$ cat config.mk
export PLATFORM = sky130hd
export DESIGN_NAME = inverting_packbits_row_encoder
export DESIGN_NICKNAME = d
export VERILOG_FILES = /design/src/rtl/ipbre_pkg.sv /design/src/rtl/inverting_packbits_row_encoder.sv /design/src/rtl/ipbre_engine.sv /design/src/rtl/ipbre_packer.sv
export SDC_FILE = /design/constraint.sdc
export NUM_CORES = 1
export LEC_CHECK = 0
export BUFFER_PORTS_ARGS = -buffer_cell sky130_fd_sc_hd__buf_2
export CORE_MARGIN = 2
export CORE_UTILIZATION = 26
export DETAILED_ROUTE_END_ITERATION = 8
export GPL_TIMING_DRIVEN = 0
export HOLD_SLACK_MARGIN = 0.03
export PLACE_DENSITY = 0.4
export RECOVER_POWER = 25
export SLEW_MARGIN = 10
export SYNTH_ARGS = -nofsm -noshare
export SYNTH_HDL_FRONTEND = slang
export SYNTH_HIERARCHICAL = 1
export SYNTH_SLANG_ARGS = --single-unit
$ cat constraint.sdc
create_clock -name clk -period 9.1 [get_ports clk]
set_input_delay 1.82 -clock clk [delete_from_list [all_inputs] [get_ports clk]]
set_output_delay 1.82 -clock clk [all_outputs]
set_load 0.05 [all_outputs]
$ cat src/rtl/ipbre_pkg.sv
package ipbre_pkg;

	localparam int GROUP_LIMIT_DEF = 128;
	localparam int OUT_LANES = 4;
	localparam int LANE_W = $clog2(OUT_LANES);

	typedef struct packed {
		logic [7:0] sample;
		logic       row_end;
	} src_item_t;

	typedef struct packed {
		logic [7:0]  out_byte_0;
		logic [7:0]  out_byte_1;
		logic [7:0]  out_byte_2;
		logic [7:0]  out_byte_3;
		logic [2:0]  lane_count;
		logic        row_done;
		logic [15:0] row_length;
	} enc_item_t;

	// One encoded byte on its way from the engine to the lane packer.
	typedef struct packed {
		logic [7:0]  data;
		logic        last;
		logic        row_end;
		logic [15:0] row_length;
	} byte_req_t;

endpackage

$ cat src/rtl/inverting_packbits_row_encoder.sv
// Inverting PackBits row encoder.
// The src channel carries one raw byte per request plus a row_end mark. Each
// byte is inverted and run-length coded; the enc channel returns the coded
// stream packed up to four bytes per request, with lane_count giving how many
// lanes are valid. The last request of a row has row_done set and carries the
// coded length of the row, saturated at 65535.
// A sample that closes no group leaves the engine idle, so plain streaming runs
// at one sample per cycle. A sample that closes groups holds src_stall high
// while its n coded bytes are sent, one per cycle unless the packer stalls;
// the single read port of the literal memory sets that byte rate. Each request
// of such a sample enters the output register once the packer has gathered
// its lanes and the output register is free.
// Reset clears the group state, the row tally and both valid flags; the
// literal memory is not cleared, since only entries of the open group are read.
// When enc_stall is high while enc_valid is set, the output register holds its
// request and the byte stream from the engine halts; a sample whose coded bytes
// are still being sent keeps src_stall high until they drain.
module inverting_packbits_row_encoder import ipbre_pkg::*; #(
	parameter int GROUP_LIMIT = GROUP_LIMIT_DEF
) (
	input  logic      clk,
	input  logic      arst_n,
	input  logic      src_valid,
	output logic      src_stall,
	input  src_item_t src_data,
	output logic      enc_valid,
	input  logic      enc_stall,
	output enc_item_t enc_data
);

	logic      req_valid;
	byte_req_t req;
	logic      req_stall;

	ipbre_engine #(
		.GROUP_LIMIT(GROUP_LIMIT)
	) u_engine (
		.clk      (clk),
		.arst_n   (arst_n),
		.src_valid(src_valid),
		.src_stall(src_stall),
		.src_data (src_data),
		.req_valid(req_valid),
		.req      (req),
		.req_stall(req_stall)
	);

	ipbre_packer u_packer (
		.clk      (clk),
		.arst_n   (arst_n),
		.req_valid(req_valid),
		.req      (req),
		.req_stall(req_stall),
		.enc_valid(enc_valid),
		.enc_stall(enc_stall),
		.enc_data (enc_data)
	);

endmodule

$ cat src/rtl/ipbre_engine.sv
module ipbre_engine import ipbre_pkg::*; #(
	parameter int GROUP_LIMIT = GROUP_LIMIT_DEF
) (
	input  logic      clk,
	input  logic      arst_n,
	input  logic      src_valid,
	output logic      src_stall,
	input  src_item_t src_data,
	output logic      req_valid,
	output byte_req_t req,
	input  logic      req_stall
);

	localparam int LEN_W = $clog2(GROUP_LIMIT + 1);
	localparam int ADDR_W = (GROUP_LIMIT > 1) ? $clog2(GROUP_LIMIT) : 1;
	localparam int CNT_W = LEN_W + 2;
	localparam logic [LEN_W-1:0] LEN_FULL = LEN_W'(GROUP_LIMIT);
	localparam logic [LEN_W-1:0] LEN_ONE = LEN_W'(1);
	localparam logic [LEN_W-1:0] LEN_TWO = LEN_W'(2);

	typedef enum logic [2:0] {
		ST_IDLE,
		ST_PRE_HDR,
		ST_PRE_BYTE,
		ST_LIT_HDR,
		ST_LIT_DATA,
		ST_POST_HDR,
		ST_POST_BYTE
	} state_t;

	function automatic logic [7:0] rep_hdr(input logic [LEN_W-1:0] n);
		return 8'(9'd257 - 9'(n));
	endfunction

	state_t            state_q;
	logic [LEN_W-1:0]  grp_len_q;
	logic              grp_rep_q;
	logic [7:0]        prev_q;
	logic [15:0]       tally_q;
	logic [7:0]        pre_hdr_q;
	logic [7:0]        pre_byte_q;
	logic [7:0]        lit_hdr_q;
	logic [LEN_W-1:0]  lit_cnt_q;
	logic              post_vld_q;
	logic [7:0]        post_hdr_q;
	logic [7:0]        post_byte_q;
	logic              row_end_q;
	logic [15:0]       row_len_q;
	logic              defer_q;
	logic [7:0]        byte_q;
	logic [ADDR_W-1:0] idx_q;

	logic [7:0]        lit_mem_q [GROUP_LIMIT];
	logic [7:0]        lit_rd_q;

	logic              accept;
	logic              take;
	logic              done;
	logic              lit_end;
	logic [7:0]        b;
	logic              full;
	logic [LEN_W-1:0]  n_len;
	logic              n_rep;
	logic              pre_v;
	logic [7:0]        pre_h;
	logic              lit_v;
	logic [7:0]        lit_h;
	logic [LEN_W-1:0]  lit_c;
	logic              post_v;
	logic [7:0]        post_h;
	logic              wr_v;
	logic [ADDR_W-1:0] wr_a;
	logic              defer;
	logic [CNT_W-1:0]  step_cnt;
	logic [16:0]       tally_sum;
	logic [15:0]       tally_sat;
	logic              mem_we;
	logic [ADDR_W-1:0] mem_wa;
	logic [7:0]        mem_wd;
	logic [ADDR_W-1:0] rd_addr;

	assign src_stall = (state_q != ST_IDLE);
	assign req_valid = (state_q != ST_IDLE);
	assign accept = src_valid && (state_q == ST_IDLE);
	assign take = req_valid && !req_stall;
	assign done = take && req.last;
	assign lit_end = ((LEN_W'(idx_q) + LEN_ONE) == lit_cnt_q);

	// Decide at acceptance which groups close and what the new group is.
	always_comb begin
		b = ~src_data.sample;
		full = (grp_len_q == LEN_FULL);
		n_len = grp_len_q;
		n_rep = grp_rep_q;
		pre_v = 1'b0;
		pre_h = rep_hdr(grp_len_q);
		lit_v = 1'b0;
		lit_h = '0;
		lit_c = '0;
		post_v = 1'b0;
		post_h = '0;
		wr_v = 1'b0;
		wr_a = '0;
		defer = 1'b0;
		if (grp_len_q == '0) begin
			n_len = LEN_ONE;
			n_rep = 1'b0;
			wr_v = 1'b1;
		end else if (b == prev_q) begin
			if (grp_rep_q) begin
				if (full) begin
					pre_v = 1'b1;
					n_len = LEN_ONE;
					n_rep = 1'b0;
					wr_v = 1'b1;
				end else begin
					n_len = grp_len_q + LEN_ONE;
				end
			end else if (grp_len_q == LEN_ONE) begin
				n_rep = 1'b1;
				n_len = LEN_TWO;
			end else begin
				// The last literal moves into the new repeat.
				lit_v = 1'b1;
				lit_c = grp_len_q - LEN_ONE;
				lit_h = 8'(grp_len_q) - 8'd2;
				n_rep = 1'b1;
				n_len = LEN_TWO;
			end
		end else if (!grp_rep_q && !full) begin
			wr_v = 1'b1;
			wr_a = ADDR_W'(grp_len_q);
			n_len = grp_len_q + LEN_ONE;
		end else begin
			if (grp_rep_q) begin
				pre_v = 1'b1;
				wr_v = 1'b1;
			end else begin
				// Entry zero is still being flushed, so its new value is written afterward.
				lit_v = 1'b1;
				lit_c = grp_len_q;
				lit_h = 8'(grp_len_q) - 8'd1;
				defer = 1'b1;
			end
			n_len = LEN_ONE;
			n_rep = 1'b0;
		end
		if (src_data.row_end) begin
			defer = 1'b0;
			if (n_rep) begin
				post_v = 1'b1;
				post_h = rep_hdr(n_len);
			end else if (n_len == LEN_ONE) begin
				post_v = 1'b1;
				post_h = 8'd0;
			end else begin
				lit_v = 1'b1;
				lit_c = n_len;
				lit_h = 8'(n_len) - 8'd1;
			end
		end
		step_cnt = (pre_v ? CNT_W'(2) : '0) + (lit_v ? (CNT_W'(lit_c) + CNT_W'(1)) : '0)
			+ (post_v ? CNT_W'(2) : '0);
		tally_sum = 17'(tally_q) + 17'(step_cnt);
		tally_sat = tally_sum[16] ? 16'hffff : tally_sum[15:0];
	end

	always_comb begin
		req.row_end = row_end_q;
		req.row_length = row_len_q;
		req.data = '0;
		req.last = 1'b0;
		case (state_q)
			ST_PRE_HDR: req.data = pre_hdr_q;
			ST_PRE_BYTE: begin
				req.data = pre_byte_q;
				req.last = !post_vld_q;
			end
			ST_LIT_HDR: req.data = lit_hdr_q;
			ST_LIT_DATA: begin
				req.data = lit_rd_q;
				req.last = lit_end && !post_vld_q;
			end
			ST_POST_HDR: req.data = post_hdr_q;
			ST_POST_BYTE: begin
				req.data = post_byte_q;
				req.last = 1'b1;
			end
			default: req.data = '0;
		endcase
	end

	// The read address holds while the packer stalls, so the data is simply read again.
	assign rd_addr = ((state_q == ST_LIT_DATA) && take && !lit_end) ? idx_q + ADDR_W'(1) : idx_q;
	assign mem_we = (accept && wr_v) || (done && defer_q);
	assign mem_wa = accept ? wr_a : '0;
	assign mem_wd = accept ? b : byte_q;

	always_ff @(posedge clk) begin
		if (mem_we) begin
			lit_mem_q[mem_wa] <= mem_wd;
		end
		lit_rd_q <= lit_mem_q[rd_addr];
	end

	always_ff @(posedge clk or negedge arst_n) begin
		if (!arst_n) begin
			state_q <= ST_IDLE;
			grp_len_q <= '0;
			grp_rep_q <= 1'b0;
			prev_q <= '0;
			tally_q <= '0;
			pre_hdr_q <= '0;
			pre_byte_q <= '0;
			lit_hdr_q <= '0;
			lit_cnt_q <= '0;
			post_vld_q <= 1'b0;
			post_hdr_q <= '0;
			post_byte_q <= '0;
			row_end_q <= 1'b0;
			row_len_q <= '0;
			defer_q <= 1'b0;
			byte_q <= '0;
			idx_q <= '0;
		end else begin
			case (state_q)
				ST_IDLE: begin
					if (src_valid) begin
						grp_len_q <= src_data.row_end ? '0 : n_len;
						grp_rep_q <= src_data.row_end ? 1'b0 : n_rep;
						prev_q <= b;
						tally_q <= src_data.row_end ? '0 : tally_sat;
						row_len_q <= tally_sat;
						row_end_q <= src_data.row_end;
						pre_hdr_q <= pre_h;
						pre_byte_q <= prev_q;
						lit_hdr_q <= lit_h;
						lit_cnt_q <= lit_c;
						post_vld_q <= post_v;
						post_hdr_q <= post_h;
						post_byte_q <= b;
						defer_q <= defer;
						byte_q <= b;
						idx_q <= '0;
						if (pre_v) begin
							state_q <= ST_PRE_HDR;
						end else if (lit_v) begin
							state_q <= ST_LIT_HDR;
						end else if (post_v) begin
							state_q <= ST_POST_HDR;
						end
					end
				end
				ST_PRE_HDR: begin
					if (take) begin
						state_q <= ST_PRE_BYTE;
					end
				end
				ST_PRE_BYTE: begin
					if (take) begin
						state_q <= post_vld_q ? ST_POST_HDR : ST_IDLE;
					end
				end
				ST_LIT_HDR: begin
					if (take) begin
						state_q <= ST_LIT_DATA;
					end
				end
				ST_LIT_DATA: begin
					if (take) begin
						if (lit_end) begin
							state_q <= post_vld_q ? ST_POST_HDR : ST_IDLE;
						end else begin
							idx_q <= idx_q + ADDR_W'(1);
						end
					end
				end
				ST_POST_HDR: begin
					if (take) begin
						state_q <= ST_POST_BYTE;
					end
				end
				ST_POST_BYTE: begin
					if (take) begin
						state_q <= ST_IDLE;
					end
				end
				default: state_q <= ST_IDLE;
			endcase
		end
	end

endmodule

$ cat src/rtl/ipbre_packer.sv
module ipbre_packer import ipbre_pkg::*; (
	input  logic      clk,
	input  logic      arst_n,
	input  logic      req_valid,
	input  byte_req_t req,
	output logic      req_stall,
	output logic      enc_valid,
	input  logic      enc_stall,
	output enc_item_t enc_data
);

	logic [LANE_W-1:0] cnt_q;
	logic [7:0]        acc_q [OUT_LANES];
	logic              enc_valid_q;
	enc_item_t         enc_data_q;

	logic              take;
	logic              closing;
	logic [7:0]        lanes [OUT_LANES];
	logic              row_done;

	assign req_stall = enc_valid_q && enc_stall;
	assign take = req_valid && !req_stall;
	assign closing = (cnt_q == LANE_W'(OUT_LANES - 1)) || req.last;
	assign row_done = req.last && req.row_end;
	assign enc_valid = enc_valid_q;
	assign enc_data = enc_data_q;

	// Lanes past the incoming byte read as zero.
	always_comb begin
		for (int j = 0; j < OUT_LANES; j++) begin
			lanes[j] = '0;
			if (LANE_W'(j) == cnt_q) begin
				lanes[j] = req.data;
			end else if (LANE_W'(j) < cnt_q) begin
				lanes[j] = acc_q[j];
			end
		end
	end

	always_ff @(posedge clk) begin
		if (take && !closing) begin
			acc_q[cnt_q] <= req.data;
		end
		if (take && closing) begin
			enc_data_q.out_byte_0 <= lanes[0];
			enc_data_q.out_byte_1 <= lanes[1];
			enc_data_q.out_byte_2 <= lanes[2];
			enc_data_q.out_byte_3 <= lanes[3];
			enc_data_q.lane_count <= 3'(cnt_q) + 3'd1;
			enc_data_q.row_done <= row_done;
			enc_data_q.row_length <= row_done ? req.row_length : '0;
		end
	end

	always_ff @(posedge clk or negedge arst_n) begin
		if (!arst_n) begin
			cnt_q <= '0;
			enc_valid_q <= 1'b0;
		end else begin
			if (take) begin
				cnt_q <= closing ? '0 : cnt_q + LANE_W'(1);
			end
			if (take && closing) begin
				enc_valid_q <= 1'b1;
			end else if (!enc_stall) begin
				enc_valid_q <= 1'b0;
			end
		end
	end

endmodule

# == Word-level counts from Yosys, hierarchy flattened ==
# Memory sizes are Yosys's and may differ from the RTL's. A register that Yosys moved wholly into a read port is not among the register bits.
# Cells that the tools add are included.
# word_totals
regBits,157
mem_bits_rw,1056
inputBits,13
output_inout_bits,54
wordCells,201
n_memories,2
# mem_list
name,depth,word_bits,read_ports,rd_ports_with_merged_regs,write_ports,line,text
u_engine.lit_mem_q,128,8,1,1,1,ipbre_engine.sv:53,logic [7:0] lit_mem_q [GROUP_LIMIT];
u_packer.acc_q,4,8,4,0,1,ipbre_packer.sv:13,logic [7:0] acc_q [OUT_LANES];
# classes
n_addsub,14
order_cmp,4
eq_ne,26
muxes,101
bitwise_logic,1
reduce_logical,29
# ops
op,n
8-bit 2-to-1 mux,35
7-bit 2-to-1 mux,8
8-bit one-hot mux with 6 select lines,1
1-bit 2-to-1 mux,36
3-bit 2-to-1 mux,12
16-bit 2-to-1 mux,2
3-bit one-hot mux with 7 select lines,1
10-bit adder,2
16-bit by 10-bit adder with 17-bit output,1
"8-bit by 1-bit == test with 1-bit output, second input constant",2
8-bit == test,2
"2-bit by 1-bit != test with 1-bit output, second input constant",8
"1-bit by 8-bit subtractor with 8-bit output, first input constant",2
"8-bit by 1-bit subtractor with 8-bit output, second input constant",2
7-bit one-hot mux with 2 select lines,1
1-bit logical AND,13
10-bit 2-to-1 mux,1
"8-bit by 1-bit adder with 9-bit output, second input constant",1
"3-bit == test, second input constant",3
9-bit AND reduction,1
"7-bit by 1-bit adder with 8-bit output, second input constant",1
"8-bit by 1-bit adder with 8-bit output, second input constant",1
"8-bit == test, second input constant",1
8-bit zero test,1
other kinds (24),37

# == Longest topological paths before layout ==
# Gate-level depths: netlist (run 1).
# depth
word_depth,17
depth_mapped,33
mapped_depth_nobuf,31

# == Hierarchy ==
# Netlist (run 1), hierarchy kept.
# by_module_without_submodules
mod,n_inst,cells_per_inst,area_per_inst_um2,seq_area_each_um2
ipbre_engine,1,3741,47764.6,33462.1
ipbre_packer,1,175,2991.6,2357.3

# == Least setup slack after synthesis (run 1) ==
# OpenSTA, ideal clock, no wires.
# synth_timing
path_type,input port to flip-flop
from,input src_valid
to,memory u_engine.lit_mem_q[0][0] (data pin)
setup_time_ps,1205
arrival_time_ps,7302
required_ps,7895
slack_ps,592
stages,4
n_path_buf,2
path_cell_list,nand2_1 clkbuf_1 clkbuf_1 o21ai_0
# synth_between
elab_chain_len,2
# synth_lines
item,line,text
"start, declared",inverting_packbits_row_encoder.sv:23,"input logic src_valid,"
1-bit logical AND,ipbre_engine.sv:84,assign accept = src_valid && (state_q == ST_IDLE);
8-bit 2-to-1 mux,ipbre_engine.sv:197,assign mem_wd = accept ? b : byte_q;
net u_engine.mem_wd[0],ipbre_engine.sv:79,logic [7:0] mem_wd;
"end, declared",ipbre_engine.sv:53,
# The timed path passes the listed nets, and every way through them passes these cells.

# == Final worst setup path (run 1) ==
# layout_timing
from,input src_data[8] in the netlist's numbering
to,register u_engine.row_len_q[7]
# layout_between
elab_chain_len,14
elab_cells_between_ends,30
classes_between,add/sub: 4; eq/ne: 2; mux: 23; bitwise: 1
# layout_lines
item,line,text
"start, declared",inverting_packbits_row_encoder.sv:25,"input src_item_t src_data,"
8-bit inverter (*),ipbre_engine.sv:91,b = ~src_data.sample;
8-bit == test (*),ipbre_engine.sv:109,end else if (b == prev_q) begin
8-bit 2-to-1 mux,ipbre_engine.sv:109,
8-bit 2-to-1 mux,ipbre_engine.sv:105,if (grp_len_q == '0) begin
8-bit by 1-bit == test with 1-bit output,ipbre_engine.sv:153,end else if (n_len == LEN_ONE) begin
8-bit 2-to-1 mux,ipbre_engine.sv:153,
8-bit 2-to-1 mux,ipbre_engine.sv:150,if (n_rep) begin
8-bit 2-to-1 mux (*),ipbre_engine.sv:148,if (src_data.row_end) begin
net u_engine.lit_c[0],ipbre_engine.sv:68,logic [LEN_W-1:0] lit_c;
8-bit by 1-bit adder with 9-bit output (*),ipbre_engine.sv:162,step_cnt = (pre_v ? CNT_W'(2) : '0) + (lit_v ? (CNT_W'(lit_c) + CNT_W'(1)) : '0)
10-bit 2-to-1 mux (*),ipbre_engine.sv:162,
10-bit adder (*),ipbre_engine.sv:162,
10-bit adder (*),ipbre_engine.sv:163,+ (post_v ? CNT_W'(2) : '0);
16-bit by 10-bit adder with 17-bit output (*),ipbre_engine.sv:164,tally_sum = 17'(tally_q) + 17'(step_cnt);
16-bit 2-to-1 mux (*),ipbre_engine.sv:165,tally_sat = tally_sum[16] ? 16'hffff : tally_sum[15:0];
"end signal, assigned",ipbre_engine.sv:233,row_len_q <= tally_sat;
"end, declared",ipbre_engine.sv:48,logic [15:0] row_len_q;
# Mark *: on every way through the listed nets, which the timed path passes. The rest lies on a longest branch.
# A chain may end at the register's enable or synchronous reset.

==> qor.csv, run 1 <==
metric,value,unit
Layout Cells excl Fill,6824,
initial core utilization,26.1,%
critical path's slowest cell,o21ai_1,
htree depth,4,
Syn Area/Cell,13.0,µm²
"commonest non-fill, non-tap cell in the layout",edfxtp_1,
Clock Skew,44.6,ps
Worst EP required,9770,ps
crit-path max FO,10,
first-pass GRT wire length,250000,µm
status,"complete, but fails checks",
Routed WL,178000,µm
max_cap viols,14,
Slew HR,-185,%
Main synth FF type,edfxtp_1,
initial antenna violation count,9,
initial drt markers,3010,
routed wire length per instance,26.1,µm
Synth Area in XOR/XNOR,0.942,%
Min-Delay Path Class,reg2reg,
Yosys cell types,92,
async set-or-reset flop fraction in the synthesized netlist,8.66,%
area delta synth->final,17.0,%
kind of critical path,in2reg,
post-synthesis instance total,3916,
crit-path most repeated cell,nor2_1,
post-synthesis mux area share,2.99,%
share of layout cells above drive strength 1,9.86,%
Worst IR Drop VDD,0.206,mV
adder-cell share of the synthesized area,0.986,%
vias,33537,
Final period util,91.6,%
largest family of logic cells by synthesized area,simple AND/OR/NAND/NOR gates,
Post-Place Worst Slack,-717,ps
Die Ht,446,µm
length of routed wiring on met1,81400,µm
Leak Pwr,20.4,nW
failing checks,"capacitance limit, slew limit",
clk slew on worst S/H paths,60,ps
num ports,67,
GR Util All Layers,17.6,%
hold depth,2,
DRT Pass-1 Iters,5,
Worst-Margin Slew,4270,ps
root buf cell,clkbuf_16,
met3 routed WL,8970,µm
WL met2,83700,µm
Worst Slack Setup Final,769,ps
dpl hpwl,125000,µm
Hold Fails Final Rpt,0,
post-synthesis simple-gate area fraction,13.9,%
TritonCTS clock tree,yes,
setup TNS,0,ps
Worst EP arrival,9000,ps
CTS Sinks,1213,
number of synthesized register bits,1213,
Ys Warns,6,
core area,0.194,mm²
syn_nets,3967,
CTS Buffer Depth,3,
worst r2r path cells,32,
Synth Area in Compound Gates,7.87,%
Worst setup SP type,input port,
full die area,0.199,mm²
# setup viols final,0,
Max Slew Vio Count,336,
Vias per Instance,4.91,
GPL Wtd Cong,0.858,
Fmax achieved,120,MHz
"EDFF count, synth",1100,
Die Wd,446,µm
Cell Rows,162,
vias in the first global route,32419,
port bufs,66,
CP endpoint kind,flip-flop,
Routed Antenna Nets,0,
Cell Pwr Density,371,mW/mm²
sequential area share after synthesis,70.6,%
largest net degree at the start of global routing,75,
Final #Nets,4225,
Post-Syn Area,0.0508,mm²
most frequent cells in the layout,"1100 x edfxtp_1, 901 x nand2_1, 325 x nand3_1",
Worst-Skew Late Latency,800,ps
RSZ-0062 raised after global routing,no,
drt drc,0,
placed cell count,6572,
Top Metal Used,met5,
fin crit period,8330,ps
reg2reg setup slack,890,ps
GR Overflow Total,0,
total CTS buffers,142,
crit-path max cell delay,450,ps
[cells in the mapped netlist, drive strengths merged, types with 4 or more instances]
| library cell | number | area, µm² |
|---|---|---|
| buf | 163 | 980 |
| o21a | 7 | 52.6 |
| o21ai | 122 | 614 |
| or3 | 25 | 161 |
| mux2 | 19 | 214 |
| nor3b | 4 | 30.0 |
| a22oi | 5 | 37.5 |
| mux2i | 130 | 1300 |
| a221oi | 6 | 52.6 |
| o31ai | 13 | 97.6 |
| nor2b | 12 | 75.1 |
| nor2 | 218 | 833 |
| inv | 27 | 101 |
| dfrtp | 105 | 2630 |
| clkbuf | 88 | 330 |
| a32oi | 120 | 1050 |
| o22ai | 8 | 50.1 |
| or4 | 10 | 75.1 |
| a311o | 8 | 80.1 |
| a21o | 4 | 30.0 |
| nand2b | 8 | 50.1 |
| a21oi | 58 | 290 |
| a21boi | 5 | 48.8 |
| a22o | 21 | 184 |
| xor2 | 26 | 228 |
| nand3 | 327 | 1650 |
| nor4 | 7 | 73.8 |
| o211ai | 11 | 87.6 |
| and3 | 28 | 180 |
| nand2 | 902 | 3400 |
| a211oi | 5 | 42.5 |
| edfxtp | 1100 | 33000 |
| nand4 | 8 | 50.1 |
| xnor2 | 26 | 228 |
| dfxtp | 8 | 160 |
| ha | 36 | 450 |
| nor3 | 39 | 210 |
| or2 | 4 | 25.0 |
| a31oi | 119 | 744 |
| a41o | 16 | 160 |
| and2 | 17 | 106 |
| o22a | 4 | 35.0 |
[metal layers]
layer,vias to the layer above,global-route usage [%]
li1,15118,-
met1,17215,24.8
met2,999,28.5
met3,203,2.38
met4,2,4.50
met5,-,0
[layout make-up]
class / count / area, µm²
Inverter: 27 / 101
Clock inverter: 65 / 568
Tap cell: 2542 / 3180
Sequential cell: 1213 / 35800
Antenna cell: 1 / 2.50
Timing Repair Buffer: 114 / 1040
Fill cell: 19566 / 135000
Multi-Input combinational cell: 2425 / 13500
Clock buffer: 186 / 3820
Buffer: 251 / 1310
[critical path, delay by kind of cell]
| kind | cells | cell delay [ps] |
|---|---|---|
| compound gates | 11 | 2610 |
| simple gates | 13 | 2350 |
| fa+ha+maj | 4 | 1140 |
| buf+inv | 4 | 920 |
| xor+xnor | 1 | 150 |
[what timing repair did]
| action | 4_1_cts | 5_1_grt |
|---|---|---|
| setup buffers | 0 | 0 |
| gates resized for setup | 0 | 4 |
| endpoints found under the setup margin | 0 | 29 |
| hold buffers | 0 | 0 |
[report_power, final]
group / total (W) / leakage [nW] / switching [W] / internal (W)
Clock: 0.00549 / 2.15 / 0.00235 / 0.00314
Combinational: 0.00909 / 6.81 / 0.00669 / 0.00240
Sequential: 0.00746 / 11.5 / 0.000164 / 0.00730
Total: 0.0220 / 20.4 / 0.00920 / 0.0128
[flip-flops by register name, indices dropped and copies added, names as in the netlist, 16 cells and up]
name and flops:
u_engine/lit_mem_q 1024, u_engine/row_len_q 16, u_engine/tally_q 16, u_packer/acc_q 24, u_packer/enc_data 52
[path summary, 6_finish.rpt]
path	from	end
max	src_data[8]	u_engine/row_len_q[7]
min	u_engine/row_len_q[6]	u_engine/row_len_q[6]
max reg2reg	u_engine/grp_len_q[1]	u_engine/row_len_q[7]
min reg2reg	u_engine/row_len_q[6]	u_engine/row_len_q[6]
max in group asynchronous	arst_n	u_engine/grp_len_q[3]
min in group asynchronous	arst_n	u_packer/cnt_q[0]
[through the flow]
step                      total power (W)  hold WS (ps)  instance area, µm²  utilization, %
final                              0.0220           471               59400            30.5
after floorplan                    0.0128           442               50800               -
after detailed placement           0.0169           464               55500            28.5
after global placement             0.0171           463               54300            27.9
after CTS                          0.0225           476               59900            30.8
after global routing               0.0230           495               59400            30.5
[logic make-up after synthesis]
logic type / Yosys count
compound gates: 561
buf+inv: 278
xor+xnor: 53
fa+ha+maj: 39
mux: 149
simple gates: 1623
flops: 1213
No activity file was read; power rests on OpenSTA's default activity.
==> run 2, diff against run 1 <==
Settings changed: SYNTH_HIERARCHICAL 1 to not set.
==> qor.csv, run 2 <==
metric,value,unit
met1 Usage GRT,28.2,%
async set-or-reset flop fraction in the synthesized netlist,8.66,%
CP endpoint kind,flip-flop,
vias,36642,
sequential area share after synthesis,66.9,%
WHS Endpoint,u_engine.pre_hdr_q[2],
share of layout cells above drive strength 1,10.0,%
failing checks,"capacitance limit, slew limit",
reg2reg setup slack,1370,ps
Min-Delay Path Class,reg2reg,
dpl hpwl,157000,µm
Placed Instance Area,0.0584,mm²
Final period util,90.4,%
synth top area cells,"edfxtp_1 62%, mux2i_1 5.6%, dfrtp_1 4.9%",
port bufs,65,
Die Ht,458,µm
Vias per Instance,5.16,
GR Util All Layers,20.0,%
largest net degree at the start of global routing,65,
Worst-Skew Late Latency,810,ps
hold depth,2,
Hold Fails Final Rpt,0,
initial core utilization,26.2,%
hold buffer count at CTS,0,
DRT Pass-1 Iters,5,
Fmax achieved,122,MHz
Main synth FF type,edfxtp_1,
Worst-Margin Slew,3790,ps
GR Util met3,2.90,%
synth cell count leaders,"1100 x edfxtp_1, 627 x nand2_1, 298 x mux2i_1, 237 x nor2_1, 154 x clkbuf_1",
syn_nets,4082,
Routed Antenna Nets,0,
post-synthesis instance total,4037,
met2 Use GR,31.5,%
critical path's slowest cell,a21oi_1,
Syn Area/Cell,13.3,µm²
initial antenna violation count,12,
RSZ-0062 raised after global routing,no,
# setup viols final,0,
crit-path most repeated cell,a21oi_1,
drt drc,0,
number of synthesized register bits,1213,
Leak Pwr,21.0,nW
R2R Path Start,u_engine.grp_len_q[0],
Yosys cell types,100,
htree depth,4,
Worst setup SP type,input port,
r2r endpoint,u_engine.tally_q[15],
Ys Warns,0,
final non-filler cell area,0.0627,mm²
Tot Pwr,0.0227,W
kind of critical path,in2reg,
CP Launch Point,src_data[2],
Largest register FFs,1024,
clk slew on worst S/H paths,60,ps
Reg with most FFs,u_engine.lit_mem_q,
GRT Max-Usage Layer,met2,
Yosys top cell area share,61.7,%
Worst EP arrival,8900,ps
"commonest non-fill, non-tap cell in the layout",edfxtp_1,
total CTS buffers,143,
worst hold slack,470,ps
full die area,0.210,mm²
crit-path max cell delay,610,ps
status,"complete, but fails checks",
Die Wd,458,µm
CTS Sinks,1213,
most frequent cells in the layout,"1100 x edfxtp_1, 627 x nand2_1, 297 x mux2i_1",
setup TNS,0,ps
GPL Wtd Cong,0.929,
TritonCTS clock tree,yes,
CTS Buffer Depth,3,
FF/Latch Area,0.0358,mm²
num ports,67,
Cell Pwr Density,363,mW/mm²
fin crit period,8230,ps
fill count,20603,
first-pass GRT wire length,294000,µm
routed wire length per instance,30.1,µm
Max Slew Vio Count,355,
core area,0.205,mm²
GR Overflow Total,0,
initial drt markers,3983,
setup repair bufs after CTS,0,
Worst IR Drop VDD,0.266,mV
Worst EP required,9770,ps
cts repair resizes,0,
area occupied by multi-input gates,0.0164,mm²
"EDFF count, synth",1100,
Final #Nets,4344,
crit-path max FO,10,
most numerous cell in the Yosys netlist,edfxtp_1,
Clock Skew,49.1,ps
Hold Startpoint,u_engine.pre_hdr_q[2],
Yosys top cell by area,edfxtp_1,
fin util,30.6,%
max_cap viols,15,
vias in the first global route,35565,
Post-Syn Area,0.0535,mm²
root buf cell,clkbuf_16,
worst r2r path cells,27,
area delta synth->final,17.0,%
Routed WL,214000,µm
Cell Rows,166,
Slew HR,-153,%
==> run 2: cell count changes in the layout (fill, tap and decap cells not counted), moves of 38 or more <==
cell / before / now
a211oi_1: 4 / 65
a21oi_1: 57 / 146
a31oi_1: 119 / 60
a32oi_1: 120 / 14
buf_2: 117 / 75
clkbuf_1: 197 / 245
mux2i_1: 130 / 297
mux4_2: 0 / 38
nand2_1: 901 / 627
nand3_1: 325 / 147
o221ai_1: 1 / 48
o22ai_1: 8 / 60
==> run 2: logic make-up (layout without fill, tap and decap cells) <==
kind of cell / count (synthesis) / in the layout / synth area share (%)
other cells: 1 / 3 / 0.00700
mux: 355 / 355 / 7.59
xor+xnor: 69 / 69 / 1.21
buf+inv: 303 / 678 / 2.49
compound gates: 816 / 816 / 10.8
flops: 1213 / 1213 / 66.9
simple gates: 1246 / 1246 / 10.2
fa+ha+maj: 34 / 34 / 0.813
==> run 2: through the flow <==
| step | std cells | setup slack (ps) |
|---|---|---|
| 2_1_floorplan | 4037 | 384 |
| 3_3_place_gp | 6790 | -11720 |
| 3_5_place_dp | 6842 | 140 |
| 4_1_cts | 7100 | 945 |
| 5_1_grt | 7101 | 289 |
| 6_report | 7102 | 870 |
==> run 2: area by class of cell <==
cell class / count / area share, %
Sequential cell: 1213 / 57.2
Multi-Input combinational cell: 2521 / 26.2
Clock buffer: 172 / 6.00
Tap cell: 2688 / 5.37
Buffer: 270 / 1.95
Timing Repair Buffer: 117 / 1.57
Clock inverter: 86 / 1.52
Inverter: 33 / 0.198
Antenna cell: 2 / 0.00799
==> run 2: how the worst max path moves through the flow <==
stage                                endpoint  slack (ps)  cells past startpoint
CTS                      u_engine.tally_q[15]         940                     29
global route           u_engine.row_len_q[15]         290                     29
global placement    u_engine.lit_mem_q[35][4]      -11720                      6
finish                   u_engine.tally_q[15]         870                     29
detailed placement       u_engine.tally_q[15]         140                     29
floorplan            u_engine.lit_mem_q[0][2]         380                      5
==> run 2: metal layers <==
layer / up-vias / wire [µm]
met4: 0 / 7590
met1: 18950 / 96800
met3: 284 / 12700
met5: - / 0
li1: 16003 / -
met2: 1405 / 96900
==> run 2: critical path, delay by kind of cell <==
family | cells | cell delay (ps)
compound gates | 14 | 3900
xor+xnor | 1 | 220
fa+ha+maj | 6 | 1650
buf+inv | 4 | 610
simple gates | 4 | 690
==> run 2: where the power goes <==
part	internal (W)	leakage [nW]	switching (W)
Combinational	0.00244	7.22	0.00697
Clock	0.00339	2.29	0.00245
Sequential	0.00731	11.5	0.000158
Total	0.0131	21.0	0.00958
